===== src/sv/pcts_pkg.sv =====
// Shared types and constants for the packed cell type store.
// No dependencies; every other file imports this package.
package pcts_pkg;

    localparam int MAX_CELLS     = 4096;
    localparam int TYPE_BITS     = 3;
    localparam int COORD_W       = 12;
    localparam int DIM_W         = 13;
    localparam int CELL_IDX_W    = $clog2(MAX_CELLS);
    localparam int PROD_W        = COORD_W + DIM_W;
    localparam int SUM_W         = PROD_W + 1;

    // The store is held as rows of several cells, each row with its own valid bit.
    localparam int CELLS_PER_ROW = 16;
    localparam int SLOT_W        = $clog2(CELLS_PER_ROW);
    localparam int ROW_BITS      = CELLS_PER_ROW * TYPE_BITS;
    localparam int ROW_OFF_W     = $clog2(ROW_BITS);
    localparam int NUM_ROWS      = MAX_CELLS / CELLS_PER_ROW;
    localparam int ROW_IDX_W     = CELL_IDX_W - SLOT_W;

    localparam int QUEUE_DEPTH   = 2;
    localparam int QPTR_W        = $clog2(QUEUE_DEPTH);
    localparam int QCNT_W        = $clog2(QUEUE_DEPTH + 1);

    localparam int APB_ADDR_W    = 3;
    localparam int APB_DATA_W    = 32;

    localparam logic [DIM_W-1:0]     GRID_WIDTH_RST  = DIM_W'(64);
    localparam logic [DIM_W-1:0]     GRID_HEIGHT_RST = DIM_W'(64);
    localparam logic [TYPE_BITS-1:0] WALL_TYPE       = 3'h7;

    // Register indexes, taken from paddr[2].
    localparam logic REG_GRID_WIDTH  = 1'b0;
    localparam logic REG_GRID_HEIGHT = 1'b1;

    localparam logic FUNC_READ  = 1'b0;
    localparam logic FUNC_WRITE = 1'b1;

    typedef struct packed {
        logic                  func;
        logic [CELL_IDX_W-1:0] idx;
        logic [TYPE_BITS-1:0]  new_type;
        logic                  in_bounds;
    } t_cmd;

endpackage


===== src/sv/pcts_queue.sv =====
// Short command queue between the front end and the store back end.
// Depends on pcts_pkg for the command struct and depth.
module pcts_queue import pcts_pkg::*; (
    input  logic i_clk,
    input  logic i_rst_n,
    input  logic i_push,
    input  t_cmd i_cmd,
    output logic o_full,
    input  logic i_pop,
    output logic o_valid,
    output t_cmd o_cmd
);

    t_cmd              r_slot [QUEUE_DEPTH];
    logic [QPTR_W-1:0] r_wr_ptr;
    logic [QPTR_W-1:0] r_rd_ptr;
    logic [QCNT_W-1:0] r_count;
    logic [QCNT_W-1:0] n_count;

    assign o_full  = (r_count == QCNT_W'(QUEUE_DEPTH));
    assign o_valid = (r_count != '0);
    assign o_cmd   = r_slot[r_rd_ptr];

    always_comb begin
        n_count = r_count;
        if (i_push && !i_pop) begin
            n_count = r_count + QCNT_W'(1);
        end else if (i_pop && !i_push) begin
            n_count = r_count - QCNT_W'(1);
        end
    end

    always_ff @(posedge i_clk) begin
        if (!i_rst_n) begin
            r_wr_ptr <= '0;
            r_rd_ptr <= '0;
            r_count  <= '0;
        end else begin
            r_count <= n_count;
            if (i_push) begin
                r_wr_ptr <= r_wr_ptr + QPTR_W'(1);
            end
            if (i_pop) begin
                r_rd_ptr <= r_rd_ptr + QPTR_W'(1);
            end
        end
    end

    always_ff @(posedge i_clk) begin
        if (i_push) begin
            r_slot[r_wr_ptr] <= i_cmd;
        end
    end

endmodule


===== config.mk =====
export PLATFORM = sky130hd
export DESIGN_NAME = pcts_queue
export DESIGN_NICKNAME = d
export VERILOG_FILES = /design/src/sv/pcts_pkg.sv /design/src/sv/pcts_queue.sv
export SDC_FILE = /design/constraint.sdc
export NUM_CORES = 1
export LEC_CHECK = 0
export ABC_AREA = 1
export BUFFER_PORTS_ARGS = -buffer_cell sky130_fd_sc_hd__buf_2
export CORE_ASPECT_RATIO = 1.75
export CORE_MARGIN = 2
export CORE_UTILIZATION = 51
export DETAILED_ROUTE_END_ITERATION = 6
export PLACE_DENSITY = 0.78
export REMOVE_ABC_BUFFERS = 1
export SYNTH_ARGS = -nofsm -noshare
export SYNTH_HDL_FRONTEND = slang
export SYNTH_SLANG_ARGS = --single-unit

===== constraint.sdc =====
create_clock -name i_clk -period 1.62 [get_ports i_clk]
set_input_delay 0.081 -clock i_clk [delete_from_list [all_inputs] [get_ports i_clk]]
set_output_delay 0.081 -clock i_clk [all_outputs]
set_load 0.005 [all_outputs]

==> metrics <==
worst vdd ir=0.722 mV; Hold Startpoint=i_rst_n; Startpoint Class=flop; WL final=between 2 and 2.5 mm; status=completed; P per Cell Area=1040 nW/um^2; Logic pwr share=0.122; CTS Sinks=39; most common cell after layout, fill and taps aside=buf_2; num rows=26; share of the synthesized area in the top cell type=0.677; final setup violation count=0; CTS Buf Count=5; vias in the first global route=965; ANT nets after route=0; Die W=approximately 45 um; CP Data Required Time=~1.5 ns; fin cells=181; grt total ovfl=0; post-route clock period utilization=0.899; antenna violations before repair=0; Switching Power=0.438 mW; Die ar.=3430 um^2; total power=about 2.1 mW; Gate Count Post-Synth=a little under 90; H-tree lvl count=2; setup TNS=0 ns; Ports=40; Mapped Area=1510 um^2; Seq pwr share=0.564; clock root cell=clkbuf_8; # nets final=about 170; dominant cells by area after synthesis=edfxtp_1, mux2_4, dfxtp_1; Multi-input gate area=327 um^2; headroom to the max-slew limit=0.820; Critical Path AT=around 1.4 ns; final core occ=0.696; clock power share=0.315; Vias/cell=4.94; Slew Viols, Final=0; total track usage=0.165; worst min path class=primary input to flop; core area=2860 um^2; number of buffers added on ports=39; worst-skew pair later-pin latency=0.29 ns; Max clock buf depth=2; R2R setup slack=0.59 ns; fraction of layout instances using a drive strength above 1=0.431; gpl congestion=0.629; Hold Fails Final Rpt=0; Unique masters post-synth=14; Seq cells post-synth=39; Crit. End Element=output pin; first-pass GRT wire length=4.06 mm; TritonCTS clock tree=yes; sequential element share of the synthesized area=0.743; Reg area=1120 um^2; Die Y=76.0 um; DR WL/cell=13.5 um; worst hold endpoint=r_wr_ptr; synthesized area per cell=approximately 17 um^2; P&R area growth vs syn=32.0%; crit path kind=flop to output pin; most frequent cells in the layout=buf_2, edfxtp_1, dlygate4sd3_1; Resized cells post-CTS=0; leakage=0.847 nW; Ant. Diodes=0; DRC=0; RSZ-0062 raised after global routing=false; fillers=~200; Slew @ Worst Pin=0.271 ns; Sw Ratio=0.211; Pre-Repair DR Iteration Count=6; maxcap violations=0; vias=a little under 900; pin count of the biggest net entering global routing=18; r2r worst-path depth=3; crit path max fanout=17; hold path depth=3; r2r endpoint=r_slot[1][9]; Placed Cells=156; Initial Util=0.527; cell taking the most area after synthesis=edfxtp_1; Achievable Freq=687 MHz; Tmin final=~1.5 ns; RR Startpoint=r_wr_ptr; Ys Warns=0; Clock Skews=~0.0054 ns; # Post-CTS Setup Buffers=0; Internal Power=1.64 mW; initial DRC count=33; hpwl dp=1.68 mm; clk slew on worst S/H paths=0.07 ns
==> stage by stage <==
stage	hold slack [ns]	setup slack (ns)	area, um^2
floorplan	0.180	0.170	1480
finish	0.0472	0.164	1990
global route	0.0463	0.123	1990
detailed placement	0.275	0.465	1730
CTS	0.0374	0.139	1990
global placement	0.270	0.498	1730
==> synthesized netlist by cell type (all sizes together) <==
cell type  count
mux2          17
o21ai          1
nand4          1
dfxtp          5
nand2          9
ha             1
nor2           8
inv            8
nand3          1
a21oi          1
edfxtp        34
buf            2
==> metal layers <==
layer / wire length, um / track usage / part of all wire / vias up
li1: - / - / - / 440
met1: 937 / 0.171 / 0.38 / 419
met2: 1310 / 0.276 / 0.54 / 29
met3: 128 / 0.0571 / 0.052 / 6
met4: 63 / 0.0882 / 0.026 / 0
met5: 0 / 0 / 0 / -
==> how the worst max path moves through the flow <==
stage                        end     start  depth (start not counted)
finish                  o_cmd[8]      flop                          3
global route            o_cmd[3]      flop                          3
CTS                     o_cmd[1]      flop                          3
detailed placement      o_cmd[1]      flop                          3
global placement        o_cmd[2]      flop                          3
floorplan           r_slot[0][0]  r_wr_ptr                          1
==> registers in the layout, indices dropped and copies added (netlist names), named ones only <==
| name | flops |
|---|---|
| r_wr_ptr | 1 |
| r_rd_ptr | 1 |
| r_slot | 34 |
| r_count | 2 |
==> power groups by stage <==
stage,Clock (mW),Sequential (mW),Combinational [mW]
2_1_floorplan,0,1.20,0.114
3_3_place_gp,0,1.19,0.210
3_5_place_dp,0,1.19,0.225
4_1_cts,0.672,1.17,0.257
5_1_grt,0.707,1.18,0.280
6_report,0.654,1.17,0.253
==> cells by family (layout without fill, tap and decap cells) <==
kind of cell / Yosys count / after routing / synth area share
simple gates: 19 / 19 / 0.0497
compound gates: 2 / 2 / 0.00663
mux: 17 / 17 / 0.152
flops: 39 / 39 / 0.743
fa+ha+maj: 1 / 1 / 0.00829
buf+inv: 10 / 75 / 0.0406
==> final cells by class <==
class	count	area share
inverters	8	0.0151
well taps	28	0.0176
flip-flops and latches	39	0.563
clock inverters	1	0.00251
multi-input cells	39	0.164
clock buffers	7	0.0433
repair buffers	59	0.195
==> repair_timing <==
| action | in CTS | in global routing |
|---|---|---|
| endpoints found under the setup margin | 0 | 0 |
| hold endpoints to repair | 34 | 0 |
| hold buffers | 17 | 0 |
==> worst max-delay path, stage by stage (launching register included) <==
cell     delay [ns]
dfxtp_1        0.31
buf_4          0.27
mux2_2         0.38
buf_2          0.13
Note: power is estimated with default switching activity, not from simulation.
