===== src/sv/pcts_pkg.sv =====
// Shared types and constants for the packed cell type store.
// No dependencies; every other file imports this package.
package pcts_pkg;

    localparam int MAX_CELLS     = 4096;
    localparam int TYPE_BITS     = 3;
    localparam int COORD_W       = 12;
    localparam int DIM_W         = 13;
    localparam int CELL_IDX_W    = $clog2(MAX_CELLS);
    localparam int PROD_W        = COORD_W + DIM_W;
    localparam int SUM_W         = PROD_W + 1;

    // The store is held as rows of several cells, each row with its own valid bit.
    localparam int CELLS_PER_ROW = 16;
    localparam int SLOT_W        = $clog2(CELLS_PER_ROW);
    localparam int ROW_BITS      = CELLS_PER_ROW * TYPE_BITS;
    localparam int ROW_OFF_W     = $clog2(ROW_BITS);
    localparam int NUM_ROWS      = MAX_CELLS / CELLS_PER_ROW;
    localparam int ROW_IDX_W     = CELL_IDX_W - SLOT_W;

    localparam int QUEUE_DEPTH   = 2;
    localparam int QPTR_W        = $clog2(QUEUE_DEPTH);
    localparam int QCNT_W        = $clog2(QUEUE_DEPTH + 1);

    localparam int APB_ADDR_W    = 3;
    localparam int APB_DATA_W    = 32;

    localparam logic [DIM_W-1:0]     GRID_WIDTH_RST  = DIM_W'(64);
    localparam logic [DIM_W-1:0]     GRID_HEIGHT_RST = DIM_W'(64);
    localparam logic [TYPE_BITS-1:0] WALL_TYPE       = 3'h7;

    // Register indexes, taken from paddr[2].
    localparam logic REG_GRID_WIDTH  = 1'b0;
    localparam logic REG_GRID_HEIGHT = 1'b1;

    localparam logic FUNC_READ  = 1'b0;
    localparam logic FUNC_WRITE = 1'b1;

    typedef struct packed {
        logic                  func;
        logic [CELL_IDX_W-1:0] idx;
        logic [TYPE_BITS-1:0]  new_type;
        logic                  in_bounds;
    } t_cmd;

endpackage


===== src/sv/pcts_if.sv =====
// Handshake interfaces for the command and response channels.
// Depends on pcts_pkg for the field widths.
interface pcts_cmd_if import pcts_pkg::*; ();
    logic                 valid;
    logic                 ready;
    logic                 func;
    logic [COORD_W-1:0]   cell_x;
    logic [COORD_W-1:0]   cell_y;
    logic [TYPE_BITS-1:0] new_type;

    modport source (output valid, func, cell_x, cell_y, new_type, input ready);
    modport sink   (input valid, func, cell_x, cell_y, new_type, output ready);
endinterface



===== src/sv/pcts_front.sv =====
// Front end: configuration registers, command acceptance and bounds/index check.
// Depends on pcts_pkg and pcts_cmd_if.
module pcts_front import pcts_pkg::*; (
    input  logic                  i_clk,
    input  logic                  i_rst_n,
    pcts_cmd_if.sink              i_cmd,
    input  logic                  psel,
    input  logic                  penable,
    input  logic                  pwrite,
    input  logic [APB_ADDR_W-1:0] paddr,
    input  logic [APB_DATA_W-1:0] pwdata,
    output logic [APB_DATA_W-1:0] prdata,
    input  logic                  i_q_full,
    output logic                  o_push,
    output t_cmd                  o_cmd
);

    logic [DIM_W-1:0]  r_grid_width;
    logic [DIM_W-1:0]  r_grid_height;
    logic              cfg_wr;
    logic [PROD_W-1:0] prod;
    logic [SUM_W-1:0]  lin_idx;

    assign cfg_wr = psel && penable && pwrite;

    always_ff @(posedge i_clk) begin
        if (!i_rst_n) begin
            r_grid_width  <= GRID_WIDTH_RST;
            r_grid_height <= GRID_HEIGHT_RST;
        end else if (cfg_wr) begin
            case (paddr[2])
                REG_GRID_WIDTH:  r_grid_width  <= pwdata[DIM_W-1:0];
                REG_GRID_HEIGHT: r_grid_height <= pwdata[DIM_W-1:0];
                default: begin
                end
            endcase
        end
    end

    always_comb begin
        case (paddr[2])
            REG_GRID_WIDTH:  prdata = APB_DATA_W'(r_grid_width);
            REG_GRID_HEIGHT: prdata = APB_DATA_W'(r_grid_height);
            default:         prdata = '0;
        endcase
    end

    assign i_cmd.ready = !i_q_full;
    assign o_push      = i_cmd.valid && !i_q_full;

    // Linear cell index; a cell beyond capacity is treated as outside the grid.
    assign prod    = PROD_W'(i_cmd.cell_y) * PROD_W'(r_grid_width);
    assign lin_idx = SUM_W'(prod) + SUM_W'(i_cmd.cell_x);

    always_comb begin
        o_cmd.func      = i_cmd.func;
        o_cmd.idx       = lin_idx[CELL_IDX_W-1:0];
        o_cmd.new_type  = i_cmd.new_type;
        o_cmd.in_bounds = (DIM_W'(i_cmd.cell_x) < r_grid_width)
                       && (DIM_W'(i_cmd.cell_y) < r_grid_height)
                       && (lin_idx < SUM_W'(MAX_CELLS));
    end

endmodule


===== src/flat_wrapper.sv =====
// flat-port wrapper written by rule: the top's interface ports become plain ports
module pcts_front_flat import pcts_pkg::*;
  (i_clk, i_rst_n, psel, penable, pwrite, paddr, pwdata, prdata, i_q_full, o_push, o_cmd, i_cmd_valid, i_cmd_func, i_cmd_cell_x, i_cmd_cell_y, i_cmd_new_type, i_cmd_ready);
  pcts_cmd_if i_cmd_i ();
  input  logic i_clk;
  input  logic i_rst_n;
  input  logic psel;
  input  logic penable;
  input  logic pwrite;
  input  logic [APB_ADDR_W-1:0] paddr;
  input  logic [APB_DATA_W-1:0] pwdata;
  output logic [APB_DATA_W-1:0] prdata;
  input  logic i_q_full;
  output logic o_push;
  output t_cmd o_cmd;
  input wire logic [$bits(i_cmd_i.valid)-1:0] i_cmd_valid;
  input wire logic [$bits(i_cmd_i.func)-1:0] i_cmd_func;
  input wire logic [$bits(i_cmd_i.cell_x)-1:0] i_cmd_cell_x;
  input wire logic [$bits(i_cmd_i.cell_y)-1:0] i_cmd_cell_y;
  input wire logic [$bits(i_cmd_i.new_type)-1:0] i_cmd_new_type;
  output wire logic [$bits(i_cmd_i.ready)-1:0] i_cmd_ready;
  assign i_cmd_i.valid = i_cmd_valid;
  assign i_cmd_i.func = i_cmd_func;
  assign i_cmd_i.cell_x = i_cmd_cell_x;
  assign i_cmd_i.cell_y = i_cmd_cell_y;
  assign i_cmd_i.new_type = i_cmd_new_type;
  assign i_cmd_ready = i_cmd_i.ready;
  pcts_front u_core (.i_clk(i_clk), .i_rst_n(i_rst_n), .i_cmd(i_cmd_i), .psel(psel), .penable(penable), .pwrite(pwrite), .paddr(paddr), .pwdata(pwdata), .prdata(prdata), .i_q_full(i_q_full), .o_push(o_push), .o_cmd(o_cmd));
endmodule

===== config.mk =====
export PLATFORM = sky130hd
export DESIGN_NAME = pcts_front_flat
export DESIGN_NICKNAME = d
export VERILOG_FILES = /design/src/sv/pcts_pkg.sv /design/src/sv/pcts_if.sv /design/src/sv/pcts_front.sv /design/src/flat_wrapper.sv
export SDC_FILE = /design/constraint.sdc
export NUM_CORES = 1
export LEC_CHECK = 0
export BUFFER_PORTS_ARGS = -buffer_cell sky130_fd_sc_hd__buf_4
export CAP_MARGIN = 20
export CORE_UTILIZATION = 60
export DETAILED_ROUTE_END_ITERATION = 8
export PLACE_DENSITY = 0.87
export SLEW_MARGIN = 20
export SYNTH_ARGS = -nofsm -noshare
export SYNTH_HDL_FRONTEND = slang
export SYNTH_SLANG_ARGS = --single-unit

===== constraint.sdc =====
create_clock -name i_clk -period 9.85 [get_ports i_clk]
set_clock_uncertainty 0.15 [all_clocks]
set_input_delay 1.97 -clock i_clk [delete_from_list [all_inputs] [get_ports i_clk]]
set_output_delay 1.97 -clock i_clk [all_outputs]
set_load 0.01 [all_outputs]

==> impl_results.md <==
* Top cell type's share of synthesized area at 0.3152
* Port Buf Inserts at 72
* Outcome: finished clean
* Power, Total at 0.5546 mW
* Peak supply drop at 0.05867 mV
* CTS sink cnt at 26
* Tcrit/Tclk final at 0.9663
* Cell area after synthesis at 0.007747 mm²
* FMAX at 105.1 MHz
* Post-synth top cells: inv_1 (198), nand2_1 (154), fa_1 (122), ha_1 (96), and2_1 (79)
* Power Density at 66.42 mW/mm²
* Worst reg2reg endpoint: u_core.r_grid_width[6]
* Async SR Flop Fraction at 0
* CP endpoint: o_cmd[0]
* Num CTS Buffers at 3
* CP Depth at 21
* Worst-path cell chain: buf_4 -> and2_1 -> fa_1 -> inv_1 -> fa_1 -> inv_1 -> fa_1 -> fa_1 -> inv_1 -> fa_1 -> inv_1 -> ha_1 -> a21oi_1 -> o21ai_0 -> inv_1 -> o2111ai_1 -> nor4_2 -> nand4_1 -> nor4_2 -> o2111a_1 -> buf_4
* Sw Share at 0.4269
* DRT Wirelength at 17280 µm
* ANT nets after route at 0
* WP data required at 7.73 ns
* RSZ-0062 raised after global routing: no
* H-tree depth at 1
* Final core occ at 0.6616
* Reg2Reg Setup Slack at 8.55 ns
* Mux contribution to synthesized area at 0.008398
* Reg2Reg Launch Point: u_core.r_grid_width[6]
* Part of the Yosys area used for sequential elements at 0.06718
* Buf+Inv Stages, Crit Path at 7
* Reg clk slew, reported paths at around 0.060 ns
* Critical path type: primary input to primary output
* Fin. Hold Viols at 0
* Comb power frac at 0.619
* Post-synthesis xor/xnor area fraction at 0.009044
* Area Overhead vs Synth at 7.768%
* Max-slew headroom at 0.3154
* Synth top area cells: fa_1 (32%), ha_1 (16%), inv_1 (9.6%)
* Post-Synth Simple-Gate Area at 0.1833
* Die extent in x at 115.6 µm
* # hold bufs at CTS at 0
* Worst Setup SP: i_cmd_cell_y[11]
* Gr usage total at 0.2667
* Max clock buf depth at 2
* Post-DR wirelength/cell at about 15 µm
* Number of synthesized flops with an enable pin at 0
* Die Ht at 115.6 µm
* Remaining global-route overflow at 0
* TritonCTS clock tree: built
* Largest net degree at the start of global routing at 28
* Final worst path period need at 9.518 ns
* Rows at 41
* P_leak at 4.312 nW
* Vias/cell at around 5.6
* Setup crit start kind: primary input
* Number of remaining DRC errors at 0
* Iteration-0 DRC count of the detailed router at 475
* Post-CTS setup buffers at 0
* Distinct cell type count after synthesis at 64
* Final Max Slew Viols at 0
* Setup violators final at 0
* CP peak stage delay at 0.56 ns
* Vias in the first global route at 6309
* Ys Warns at 0
* Reg power frac at 0.205
* Die area at 0.01337 mm²
* Final hold slack at 0.3234 ns
* Main synth FF type: dfxtp_1
* ANT cells at 0
* Starting Density at 0.6139
* Core Box Area at around 0.013 mm²
* Synth Area in Adders at 0.4703
* Power share of the clock group at 0.176
* Finished Layout Cells at 1155
* Vias at roughly 6400
* Post-Synthesis Cells at 949
* DP HPWL at ~14000 µm
* Area leader, netlist: fa_1
* Psw at 0.2368 mW
* Slew @ Worst Pin at 1.023 ns
* Post-cts resize count at 0
* TNS Setup at 0 ns
* Share of cells above drive strength 1 at 0.09766
* Post-synthesis compound-gate area fraction at 0.1239
* Crit Path Max Fanout at 14
* Gp weighted congestion at 0.8906
* Final nets at 1272
* Syn_area_per_cell at 8.164 µm²
* DR pass1 iterations at 9
* Hold WC Path Type: register to register
* Largest family of logic cells by synthesized area: adder cells
* Pint at 0.3178 mW
* CP arrival at 7.40 ns
* Worst skew pair latency at 0.26 ns
* Post-synthesis register bit count at 26
* Reg2Reg Depth at 2
* Top-count cell post-synth: inv_1
* CP top delay family: adder cells
* I/O pin cnt at 121
* Initial antenna violation count at 0
* Dpl cells at about 1200
* CTS Root Cell: clkbuf_16
* Global-route wire length before repair at about 28000 µm
* Max Cap Viol at 0
* Nature of the critical path endpoint: primary output
* Slowest-stage cell, CP: fa_1
## worst min-delay path by stage
stage                                        from                       to  slack, ns  depth (start not counted)
after detailed placement  u_core.r_grid_height[1]  u_core.r_grid_height[1]       0.32                          2
after global routing      u_core.r_grid_height[0]  u_core.r_grid_height[0]       0.35                          2
after CTS                 u_core.r_grid_height[1]  u_core.r_grid_height[1]       0.33                          2
after global placement    u_core.r_grid_height[7]  u_core.r_grid_height[7]       0.31                          2
after floorplan           u_core.r_grid_height[0]  u_core.r_grid_height[0]       0.30                          2
final                     u_core.r_grid_height[1]  u_core.r_grid_height[1]       0.32                          2
## placed cells by master (no fill, tap or decap), types with 10 or more instances in the layout
cell / Yosys / layout
inv_1: 198 / 198
nand2_1: 154 / 154
fa_1: 122 / 122
ha_1: 96 / 96
and2_1: 79 / 79
buf_4: 23 / 73
o21ai_0: 30 / 30
a21oi_1: 26 / 26
dfxtp_1: 26 / 26
a21boi_0: 24 / 24
conb_1: 1 / 19
nor2_1: 17 / 17
a21o_1: 10 / 10
## registers in the layout (all words and copies together), names as in the netlist
name	count
u_core.r_grid_width	13
u_core.r_grid_height	13
## worst register-to-register path: cells and delay by family, from the launching register on
family / cells / cell delay [ns]
buffers and inverters: 1 / 0.20
AOI/OAI and AO/OA: 1 / 0.21
DFF: 1 / 0.66
## area by class of cell
cell class / count / area, µm²
repair buffers: 73 / 548.0
inverters: 199 / 747.0
fillers: 1040 / 4270
flip-flops and latches: 26 / 520.5
well taps: 172 / 215.2
clock buffers: 4 / 88.84
multi-input cells: 681 / 6230
## routing by layer
metal | global-route usage | part of all wire
met1 | 0.3415 | 0.39
met2 | 0.4703 | 0.51
met3 | 0.03347 | 0.070
met4 | 0.08547 | 0.028
met5 | 0 | 0
## metrics by stage
stage,worst slack (ns),instance area [µm²]
floorplan,0.7266,7815
global placement,0.4198,8260
CTS,0.3580,8349
global route,0.05730,8349
detailed placement,0.3811,8260
finish,0.3320,8349
## cells by family (layout without fill, tap and decap cells)
| family | after synthesis | after routing |
|---|---|---|
| AO/OA/AOI/OAI | 138 | 138 |
| flip-flops | 26 | 26 |
| AND/OR/NAND/NOR | 292 | 292 |
| adder cells (fa/ha/maj) | 218 | 218 |
| other | 1 | 19 |
| XOR/XNOR | 8 | 8 |
| buffers and inverters | 260 | 276 |
| multiplexers | 6 | 6 |
## power by group through the flow
stage | combinational (mW) | clock [mW] | sequential (mW)
after floorplan | 0.255 | 0 | 0.111
after global placement | 0.333 | 0 | 0.115
after detailed placement | 0.343 | 0 | 0.116
after CTS | 0.345 | 0.0973 | 0.113
after global routing | 0.388 | 0.101 | 0.114
final | 0.343 | 0.0976 | 0.114
Note: power is estimated with default switching activity, not from simulation.
